## config.mk

```make
export PLATFORM = sky130hd
export DESIGN_NAME = decimal_ascii_to_integer_top
export DESIGN_NICKNAME = d
export VERILOG_FILES = /design/src/sv/dai_pkg.sv /design/src/sv/decimal_ascii_to_integer_top.sv
export VERILOG_INCLUDE_DIRS = /design/src /design/src/sv
export SDC_FILE = /design/constraint.sdc
export NUM_CORES = 1
export LEC_CHECK = 0
export ABC_CLOCK_PERIOD_IN_PS = 16900
export BUFFER_PORTS_ARGS = -buffer_cell sky130_fd_sc_hd__buf_2
export CAP_MARGIN = 20
export CORE_MARGIN = 1
export CORE_UTILIZATION = 55
export CTS_BUF_LIST = sky130_fd_sc_hd__clkbuf_4
export DETAILED_ROUTE_END_ITERATION = 12
export MAX_ROUTING_LAYER = met4
export PLACE_DENSITY = 0.8
export SYNTH_ARGS = -nofsm -noshare
export SYNTH_HDL_FRONTEND = slang
export SYNTH_SLANG_ARGS = --single-unit
```

## constraint.sdc

```tcl
create_clock -name clk -period 16.9 [get_ports clk]
set_input_delay 1.69 -clock clk [delete_from_list [all_inputs] [get_ports clk]]
set_output_delay 1.69 -clock clk [all_outputs]
set_load 0.01 [all_outputs]
```

## src/sv/assert_macros.svh

```systemverilog
// assertion macros for the rtl files
// expects clk and rst_n in the scope of use
`ifndef ASSERT_MACROS_SVH
`define ASSERT_MACROS_SVH

// checked only outside reset
`define DAI_ASSERT(label, prop, msg) \
    label: assert property (@(posedge clk) disable iff (!rst_n) prop) else $error(msg);

// checked at every edge, reset included
`define DAI_ASSERT_ALWAYS(label, prop, msg) \
    label: assert property (@(posedge clk) prop) else $error(msg);

`endif

```

## src/sv/dai_pkg.sv

```systemverilog
// types and constants for the decimal ascii to integer converter
// no dependencies
`timescale 1ns / 1ps

package dai_pkg;

    localparam logic [1:0] MODE_U16 = 2'd0;
    localparam logic [1:0] MODE_U32 = 2'd1;
    localparam logic [1:0] MODE_I32 = 2'd2;

    localparam logic [1:0] STATUS_OK       = 2'd0;
    localparam logic [1:0] STATUS_BAD_LEN  = 2'd1;
    localparam logic [1:0] STATUS_NONDIGIT = 2'd2;
    localparam logic [1:0] STATUS_TOO_BIG  = 2'd3;

    localparam logic [7:0] CHAR_ZERO  = 8'h30;
    localparam logic [7:0] CHAR_NINE  = 8'h39;
    localparam logic [7:0] CHAR_MINUS = 8'h2D;

    localparam logic [3:0] COUNT_MAX      = 4'd15;
    localparam logic [3:0] DIGITS_MAX_U16 = 4'd5;
    localparam logic [3:0] DIGITS_MAX_32  = 4'd10;

    localparam logic [35:0] LIMIT_U16 = 36'd65535;
    localparam logic [35:0] LIMIT_U32 = 36'd4294967295;
    localparam logic [35:0] LIMIT_I32 = 36'd2147483647;

    typedef struct packed {
        logic [1:0] mode;
        logic [7:0] char_code;
        logic       last_char;
    } char_item_t;

    typedef struct packed {
        logic [31:0] value;
        logic [1:0]  status;
    } result_item_t;

endpackage

```

## src/sv/decimal_ascii_to_integer_top.sv

```systemverilog
// decimal ascii to integer converter, top level
// depends on dai_pkg and assert_macros.svh
//
//   channel   direction   handshake                     payload
//   char      in          char_valid / char_stall       dai_pkg::char_item_t
//   result    out         result_valid / result_stall   dai_pkg::result_item_t
//
// one character per cycle while no last character is held; a character sits in
// the input register, where the accumulate step (times ten, add, range compare)
// feeds the result register; result_valid rises the cycle after the last char moves on.
// reset clears the string state; the next character starts a new string.
// a last character waits in the input register only while a result is held
// by result_stall; all other characters keep moving.
`timescale 1ns / 1ps
`include "assert_macros.svh"

module decimal_ascii_to_integer_top
(
    input  logic                   clk,
    input  logic                   rst_n,
    input  logic                   char_valid,
    output logic                   char_stall,
    input  dai_pkg::char_item_t    char_data,
    output logic                   result_valid,
    input  logic                   result_stall,
    output dai_pkg::result_item_t  result_data
);

    logic                  in_valid_reg;
    dai_pkg::char_item_t   in_item_reg;
    logic                  out_valid_reg;
    logic                  out_valid_next;
    dai_pkg::result_item_t out_item_reg;
    dai_pkg::result_item_t out_item_next;

    logic [31:0] acc_reg;
    logic [31:0] acc_next;
    logic [3:0]  count_reg;
    logic [3:0]  count_next;
    logic [1:0]  mode_reg;
    logic [1:0]  mode_next;
    logic        neg_reg;
    logic        neg_next;
    logic        bad_reg;
    logic        bad_next;
    logic        ovf_reg;
    logic        ovf_next;
    logic        first_reg;
    logic        first_next;

    logic        pipe_move;
    logic        accept;
    logic [31:0] acc_base;
    logic [3:0]  count_base;
    logic        is_sign;
    logic        is_digit;
    logic [35:0] acc_wide;
    logic [35:0] limit;
    logic        over;
    logic [3:0]  digits_max;

    assign pipe_move = in_valid_reg
        && (!in_item_reg.last_char || !out_valid_reg || !result_stall);
    assign char_stall = in_valid_reg && !pipe_move;
    assign accept = char_valid && !char_stall;

    always_comb
    begin
        mode_next  = first_reg ? in_item_reg.mode : mode_reg;
        acc_base   = first_reg ? 32'd0 : acc_reg;
        count_base = first_reg ? 4'd0 : count_reg;
        neg_next   = first_reg ? 1'b0 : neg_reg;
        bad_next   = first_reg ? 1'b0 : bad_reg;
        ovf_next   = first_reg ? 1'b0 : ovf_reg;

        is_sign  = first_reg && (mode_next == dai_pkg::MODE_I32)
            && (in_item_reg.char_code == dai_pkg::CHAR_MINUS);
        is_digit = (in_item_reg.char_code >= dai_pkg::CHAR_ZERO)
            && (in_item_reg.char_code <= dai_pkg::CHAR_NINE);

        // acc * 10 + digit
        acc_wide = {1'b0, acc_base, 3'b000} + {3'b000, acc_base, 1'b0}
            + {32'd0, in_item_reg.char_code[3:0]};

        case (mode_next)
            dai_pkg::MODE_U16: limit = dai_pkg::LIMIT_U16;
            dai_pkg::MODE_I32: limit = dai_pkg::LIMIT_I32;
            default:           limit = dai_pkg::LIMIT_U32;
        endcase
        over = acc_wide > limit;

        acc_next   = acc_base;
        count_next = count_base;
        if (is_sign)
        begin
            neg_next = 1'b1;
        end
        else
        begin
            if (count_base != dai_pkg::COUNT_MAX)
            begin
                count_next = count_base + 4'd1;
            end
            if (is_digit)
            begin
                if (over)
                begin
                    ovf_next = 1'b1;
                end
                else
                begin
                    acc_next = acc_wide[31:0];
                end
            end
            else
            begin
                bad_next = 1'b1;
            end
        end

        digits_max = (mode_next == dai_pkg::MODE_U16)
            ? dai_pkg::DIGITS_MAX_U16 : dai_pkg::DIGITS_MAX_32;

        out_item_next.value = 32'd0;
        if ((count_next == 4'd0) || (count_next > digits_max))
        begin
            out_item_next.status = dai_pkg::STATUS_BAD_LEN;
        end
        else if (bad_next)
        begin
            out_item_next.status = dai_pkg::STATUS_NONDIGIT;
        end
        else if (ovf_next)
        begin
            out_item_next.status = dai_pkg::STATUS_TOO_BIG;
        end
        else
        begin
            out_item_next.status = dai_pkg::STATUS_OK;
            out_item_next.value  = neg_next ? (32'd0 - acc_next) : acc_next;
        end

        first_next = in_item_reg.last_char;

        if (pipe_move && in_item_reg.last_char)
        begin
            out_valid_next = 1'b1;
        end
        else if (!result_stall)
        begin
            out_valid_next = 1'b0;
        end
        else
        begin
            out_valid_next = out_valid_reg;
        end
    end

    // control state
    always_ff @(posedge clk or negedge rst_n)
    begin
        if (!rst_n)
        begin
            in_valid_reg  <= 1'b0;
            out_valid_reg <= 1'b0;
            first_reg     <= 1'b1;
            acc_reg       <= 32'd0;
            count_reg     <= 4'd0;
            mode_reg      <= dai_pkg::MODE_U16;
            neg_reg       <= 1'b0;
            bad_reg       <= 1'b0;
            ovf_reg       <= 1'b0;
        end
        else
        begin
            out_valid_reg <= out_valid_next;
            if (accept)
            begin
                in_valid_reg <= 1'b1;
            end
            else if (pipe_move)
            begin
                in_valid_reg <= 1'b0;
            end
            if (pipe_move)
            begin
                first_reg <= first_next;
                acc_reg   <= acc_next;
                count_reg <= count_next;
                mode_reg  <= mode_next;
                neg_reg   <= neg_next;
                bad_reg   <= bad_next;
                ovf_reg   <= ovf_next;
            end
        end
    end

    // payload
    always_ff @(posedge clk)
    begin
        if (accept)
        begin
            in_item_reg <= char_data;
        end
        if (pipe_move && in_item_reg.last_char)
        begin
            out_item_reg <= out_item_next;
        end
    end

    assign result_valid = out_valid_reg;
    assign result_data  = out_item_reg;

    `DAI_ASSERT(a_error_value_zero, result_valid |-> (result_data.status == dai_pkg::STATUS_OK || result_data.value == 32'd0), "error result with nonzero value")
    `DAI_ASSERT(a_stall_only_on_last, char_stall |-> (in_item_reg.last_char && out_valid_reg && result_stall), "input stalled without a blocked result")
    `DAI_ASSERT(a_last_restarts, (pipe_move && in_item_reg.last_char) |=> (first_reg && result_valid), "last character did not close the string")
    `DAI_ASSERT_ALWAYS(a_reset_idle, !rst_n |-> (!result_valid && !char_stall), "busy during reset")

endmodule

```

### Word-level counts from Yosys, hierarchy flattened

Index checks and enable logic that the tools add are counted.

* register bits: 89
* latch bits: 0
* memory bits (writable): 0
* memory bits (read-only): 0
* input port bits: 15
* output and inout bits: 36
* memories kept: 0

* add/sub/neg operators: 4
* multipliers: 0
* divide/modulo/power cells: 0
* $lt $le $gt $ge: 4
* eq/ne operators: 4
* shift-type cells: 0
* multiplexer cells: 26
* bitwise gates (word level): 0
* reduce and logical (&&, ||, !) cells: 19

Operator list (number)
* 2-to-1 mux 32 bit: 5
* one-hot mux 32 bit (2 select lines): 1
* adder 35 x 33 -> 36 bit: 1
* adder 36 x 4 -> 36 bit: 1
* greater-than comparator 36 bit: 1
* subtractor 1 x 32 -> 32 bit, first input constant: 1
* 2-to-1 mux 4 bit: 4
* 2-to-1 mux 1 bit: 13
* equality test 8 x 6 -> 1 bit, second input constant: 1
* >= comparator 8 x 6 -> 1 bit, second input constant: 1
* <= comparator 8 x 6 -> 1 bit, second input constant: 1
* logical AND 1 bit: 7
* 2-to-1 mux 2 bit: 3
* zero test 1 bit: 5
* adder 4 x 1 -> 4 bit, second input constant: 1
* greater-than comparator 4 bit: 1
* zero test 4 bit: 1
* inequality test 4 bit, second input constant: 1
* logical OR 1 bit: 3
* OR reduction 3 bit: 1
* equality test 2 bit, second input constant: 1
* zero test 2 bit: 1
* inequality test 2 x 1 -> 1 bit, second input constant: 1
* nonzero test 2 bit: 1

### Logic depth before layout (Yosys ltp)

* depth after elaboration: 9
* depth in mapped cells: 40
* depth with buffers taken out: 36

### Worst setup path after synthesis

No wires, ideal clock.

* kind: flip-flop to flip-flop
* start point: reg first_reg
* end point: reg out_item_reg (netlist bit result_data[28]), data pin
* library setup time: 266 ps
* arrival: 8787 ps
* slack: 7847 ps
* cell stages (with the launch flop): 38
* path buffers: 4
* cell sequence: dfstp_2 > clkbuf_1 > inv_1 > clkbuf_1 > nand2_1 > inv_1 > xor2_1 > ha_1 > fa_1 > a211o_1 > a221o_1 > a2111oi_2 > o21ai_1 > a311o_1 > a31oi_1 > xnor2_1 > ha_1 > nand4_1 > (+2 left out) > and4b_1 > nand4_1 > o31a_1 > or3b_1 > clkbuf_1 > nor2_2 > buf_2 > nor2_1 > a21oi_1 > ha_1 > o21ai_0 > or3_1 > or4_1 > nor3_1 > mux2i_1 > o31ai_2 > xnor2_1 > nor2_1

* word-level cells in the longest chain between the ends: 9
* elaborated cells on any way between the ends: 34
* classes of those cells: add/sub: 4; order compare: 2; eq/ne: 2; mux: 20; reduce/logical: 6

RTL lines
* start, declared: RTL line decimal_ascii_to_integer_top.sv:48 `logic first_reg;`
* start signal, assigned: RTL line decimal_ascii_to_integer_top.sv:187 `first_reg <= first_next;`
* 2-to-1 mux 32 bit or 2-to-1 mux 2 bit (tied branches): RTL line decimal_ascii_to_integer_top.sv:70, decimal_ascii_to_integer_top.sv:69
* adder 35 x 33 -> 36 bit (tied with other cells): RTL line decimal_ascii_to_integer_top.sv:82 `acc_wide = {1'b0, acc_base, 3'b000} + {3'b000, acc_base, 1'b0}`
* adder 36 x 4 -> 36 bit or one-hot mux 32 bit (2 select lines) (tied branches): RTL line decimal_ascii_to_integer_top.sv:83, decimal_ascii_to_integer_top.sv:85
* greater-than comparator 36 bit: RTL line decimal_ascii_to_integer_top.sv:90 `over = acc_wide > limit;`
* 2-to-1 mux 32 bit: RTL line decimal_ascii_to_integer_top.sv:106 `if (over)`
* 2-to-1 mux 32 bit: RTL line decimal_ascii_to_integer_top.sv:104 `if (is_digit)`
* 2-to-1 mux 32 bit: RTL line decimal_ascii_to_integer_top.sv:94 `if (is_sign)`
* subtractor 1 x 32 -> 32 bit: RTL line decimal_ascii_to_integer_top.sv:140 `out_item_next.value = neg_next ? (32'd0 - acc_next) : acc_next;`
* 2-to-1 mux 32 bit: RTL line decimal_ascii_to_integer_top.sv:140
* end signal, assigned: RTL line decimal_ascii_to_integer_top.sv:207 `out_item_reg <= out_item_next;`
* end, declared: RTL line decimal_ascii_to_integer_top.sv:33 `dai_pkg::result_item_t out_item_reg;`

Parallel ways exist; a longest one is shown, timed or not.
A chain may end at the register's enable or synchronous reset.

### Worst setup path after layout

* start point: reg first_reg
* end point: reg out_item_reg (netlist bit result_data[32]), data pin

The elaborated chain is that of the path after synthesis.

==> flow_summary.json <==
{
  "status": "finished clean",
  "synth_top_area_share_pct": 16.6,
  "power.leakage_nw": 4.17,
  "critical_path_arrival_ns": 10.55,
  "maxUsedRoutingLayer": "met4",
  "path_common_cell": "ha_1",
  "synth_common_cells": "nand2_1 (103), ha_1 (86), nor2_1 (66), a21oi_1 (64), o21ai_0 (55)",
  "synth-seq-area-share_pct": 30.1,
  "track_usage_pct": 29.9,
  "via_per_inst": 6.41,
  "wl_per_cell_um": 18.9,
  "clock_latency_ns": 0.47,
  "wl_met2_um": 10100,
  "wl_met1_um": 9380,
  "finalHoldViolCount": 0,
  "period_minus_slack_ns": 10.33,
  "drive_above_1_share_pct": 11.3,
  "vdd.ir_drop.worst_mv": 0.0568,
  "hold_depth": 2,
  "hold_end": "acc_reg[9]$_DFFE_PN0P_",
  "numCtsBuffers": 9,
  "syn_area_per_cell_um2": 8.69,
  "powerDensity_nw_per_um2": 56.0,
  "async_flop_share_pct": 49.4,
  "clk_pin_slew_ns": 0.16,
  "place_congestion": 0.980,
  "cts_sinks": 89,
  "die_y_um": 124,
  "route.met3.wl_um": 1560,
  "reg2reg_from": "first_reg$_DFFE_PN1P_",
  "htreeDepth": 3,
  "max_stage_delay_ns": 1.08,
  "ys_top_cells_by_area": "edfxtp_1 (17%), dfrtp_1 (13%), ha_1 (13%), nand2_1 (4.7%), a21oi_1 (3.9%)",
  "cts-hold-fix-buffers": 0,
  "dr_total_vias": 7399,
  "antenna_found_initial": 0,
  "cts_resized": 0,
  "ys_seq_elements": 89,
  "end_kind": "flip-flop",
  "coreArea_um2": 14500,
  "synthDistinctLibCells": 82,
  "io_pins": 51,
  "synth.most_common_cell": "nand2_1",
  "fin_util_pct": 59.9,
  "path_class": "flip-flop to flip-flop",
  "finalMaxSlewViolations": 0,
  "grt_pass1_vias": 6738,
  "yosysWarnings": 0,
  "io_buffer_count": 50,
  "worst_slew_pin_slew_ns": 1.04,
  "max-slew-margin-rel_pct": 30.1,
  "nNetsFinal": 1068,
  "dpl.hpwl_um": 16800,
  "grt_pass1_wl_um": 34400,
  "syn-cell-area_um2": 8140,
  "cts_root_buf": "clkbuf_4",
  "worstReg2RegEnd": "result_data[32]$_SDFFCE_PP0P_",
  "rsz0062_at_grt": "no",
  "cap_violations": 0,
  "fin_worst_skew_ns": 0.0299,
  "crit_path_start_kind": "flip-flop",
  "fp.dieW_um": 124,
  "synth_enable_flop_cells": 45,
  "syn_nets": 1039,
  "first_iter_violations": 723,
  "critPathMaxFanout": 37,
  "period_share_pct": 61.1,
  "syn2layout_area_growth_pct": 6.41,
  "grt_max_degree": 65,
  "ant_nets": 0,
  "min_from": "acc_reg[9]$_DFFE_PN0P_",
  "synthFlopType": "edfxtp_1",
  "grt_overflow": 0,
  "setup_viol": 0,
  "hold_slack_ns": 0.492,
  "core.rowCount": 44,
  "cts_setup_buffers": 0,
  "largest_reg_flops": 34,
  "hp-class": "flip-flop to flip-flop",
  "yosysTopAreaCell": "edfxtp_1",
  "first_pass_iters": 5,
  "synth_cells": 937,
  "drc_errors": 0,
  "critPathSlowestCell": "dfstp_2",
  "crit_required_ns": 17.12,
  "num_antenna_cells": 0,
  "die_area_um2": 15300,
  "clock_path_buffers": 2,
  "fmax_mhz": 96.8,
  "totalWireLength_um": 21900,
  "finalSetupTns_ns": 0,
  "r2r_slack_ns": 6.57,
  "start_util_pct": 56.2,
  "reg2reg_depth": 33,
  "cts_tree": "built"
}
-- metal layers --
layer	vias up	GRT usage, %
met4	0	12.3
li1	3548	-
met2	326	45.7
met5	-	-
met3	65	5.40
met1	3460	38.8
-- layout by cell type, fill, tap and decap left out, types with 4 or more instances in the layout --
cell type / count
inv_1: 27
or4_1: 4
a22oi_1: 4
a21oi_1: 64
nand2b_1: 9
and2_1: 10
nor4_1: 13
nand2_1: 102
nor2_1: 66
mux2_2: 7
o21ai_0: 55
nand4_1: 19
nor2b_1: 31
or3_1: 7
nor3_1: 31
nor3b_1: 5
o211ai_1: 6
nand3_1: 26
clkbuf_4: 9
or2_2: 5
buf_2: 50
edfxtp_1: 45
o31ai_1: 6
a211oi_1: 11
a21o_1: 17
buf_4: 8
xnor2_1: 28
and4_1: 4
ha_1: 86
mux2i_1: 22
xor2_1: 25
nand3b_1: 5
o21ai_1: 11
a211o_1: 6
a31oi_1: 11
dfrtp_1: 43
a22o_1: 6
and3_1: 11
-- stage by stage --
| step | setup WS, ns | power (W) | std cells | instance area [um^2] |
|---|---|---|---|---|
| 3_5_place_dp | 6.79 | 0.000356 | 1138 | 8500 |
| 4_1_cts | 6.74 | 0.000481 | 1154 | 8650 |
| 6_report | 6.57 | 0.000485 | 1155 | 8670 |
| 5_1_grt | 5.89 | 0.000507 | 1155 | 8670 |
| 3_3_place_gp | 7.17 | 0.000352 | 1138 | 8500 |
| 2_1_floorplan | 7.85 | 0.000323 | 937 | 8140 |
-- critical path, delay by kind of cell (launching register included) --
family / cells / cell delay, ns
and+or+nand+nor: 13 / 3.36
AOI/OAI and AO/OA: 10 / 3.02
adders and majority gates: 4 / 1.44
DFF: 1 / 1.08
buffers and inverters: 2 / 0.55
xor gates and xnor gates: 3 / 0.44
muxes: 1 / 0.17
-- cell type report --
class                   count  area, um^2
inverters                  27         101
multi-input cells         780        5400
fillers                  1241        5810
repair buffers             59         330
clock inverters             7        82.6
flip-flops and latches     89        2450
clock buffers               9        67.6
well taps                 184         230
-- power by group --
group	switching [W]	leakage, nW	total (W)	internal, W
registers	0.0000108	1.03	0.000252	0.000241
logic	0.0000664	3.06	0.000103	0.0000367
clock network	0.0000825	0.0808	0.000130	0.0000480
total	0.000160	4.17	0.000485	0.000325
-- cells by family (layout without fill, tap and decap cells) --
group / after synthesis / after routing / share of synthesized area, %
mux: 33 / 33 / 4.32
fa+ha+maj: 87 / 87 / 13.5
flops: 89 / 89 / 30.1
xor+xnor: 53 / 53 / 5.70
simple gates: 362 / 362 / 22.7
compound gates: 245 / 245 / 20.0
buf+inv: 68 / 102 / 3.64
-- how the worst max path moves through the flow --
| stage | start | end | depth (start not counted) |
|---|---|---|---|
| floorplan | first_reg$_DFFE_PN1P_ | result_data[28]$_SDFFCE_PP0P_ | 37 |
| global placement | first_reg$_DFFE_PN1P_ | result_data[28]$_SDFFCE_PP0P_ | 33 |
| detailed placement | first_reg$_DFFE_PN1P_ | result_data[28]$_SDFFCE_PP0P_ | 33 |
| CTS | first_reg$_DFFE_PN1P_ | result_data[28]$_SDFFCE_PP0P_ | 33 |
| global route | first_reg$_DFFE_PN1P_ | result_data[32]$_SDFFCE_PP0P_ | 32 |
| finish | first_reg$_DFFE_PN1P_ | result_data[32]$_SDFFCE_PP0P_ | 33 |
No activity file was read; power rests on OpenSTA's default activity.
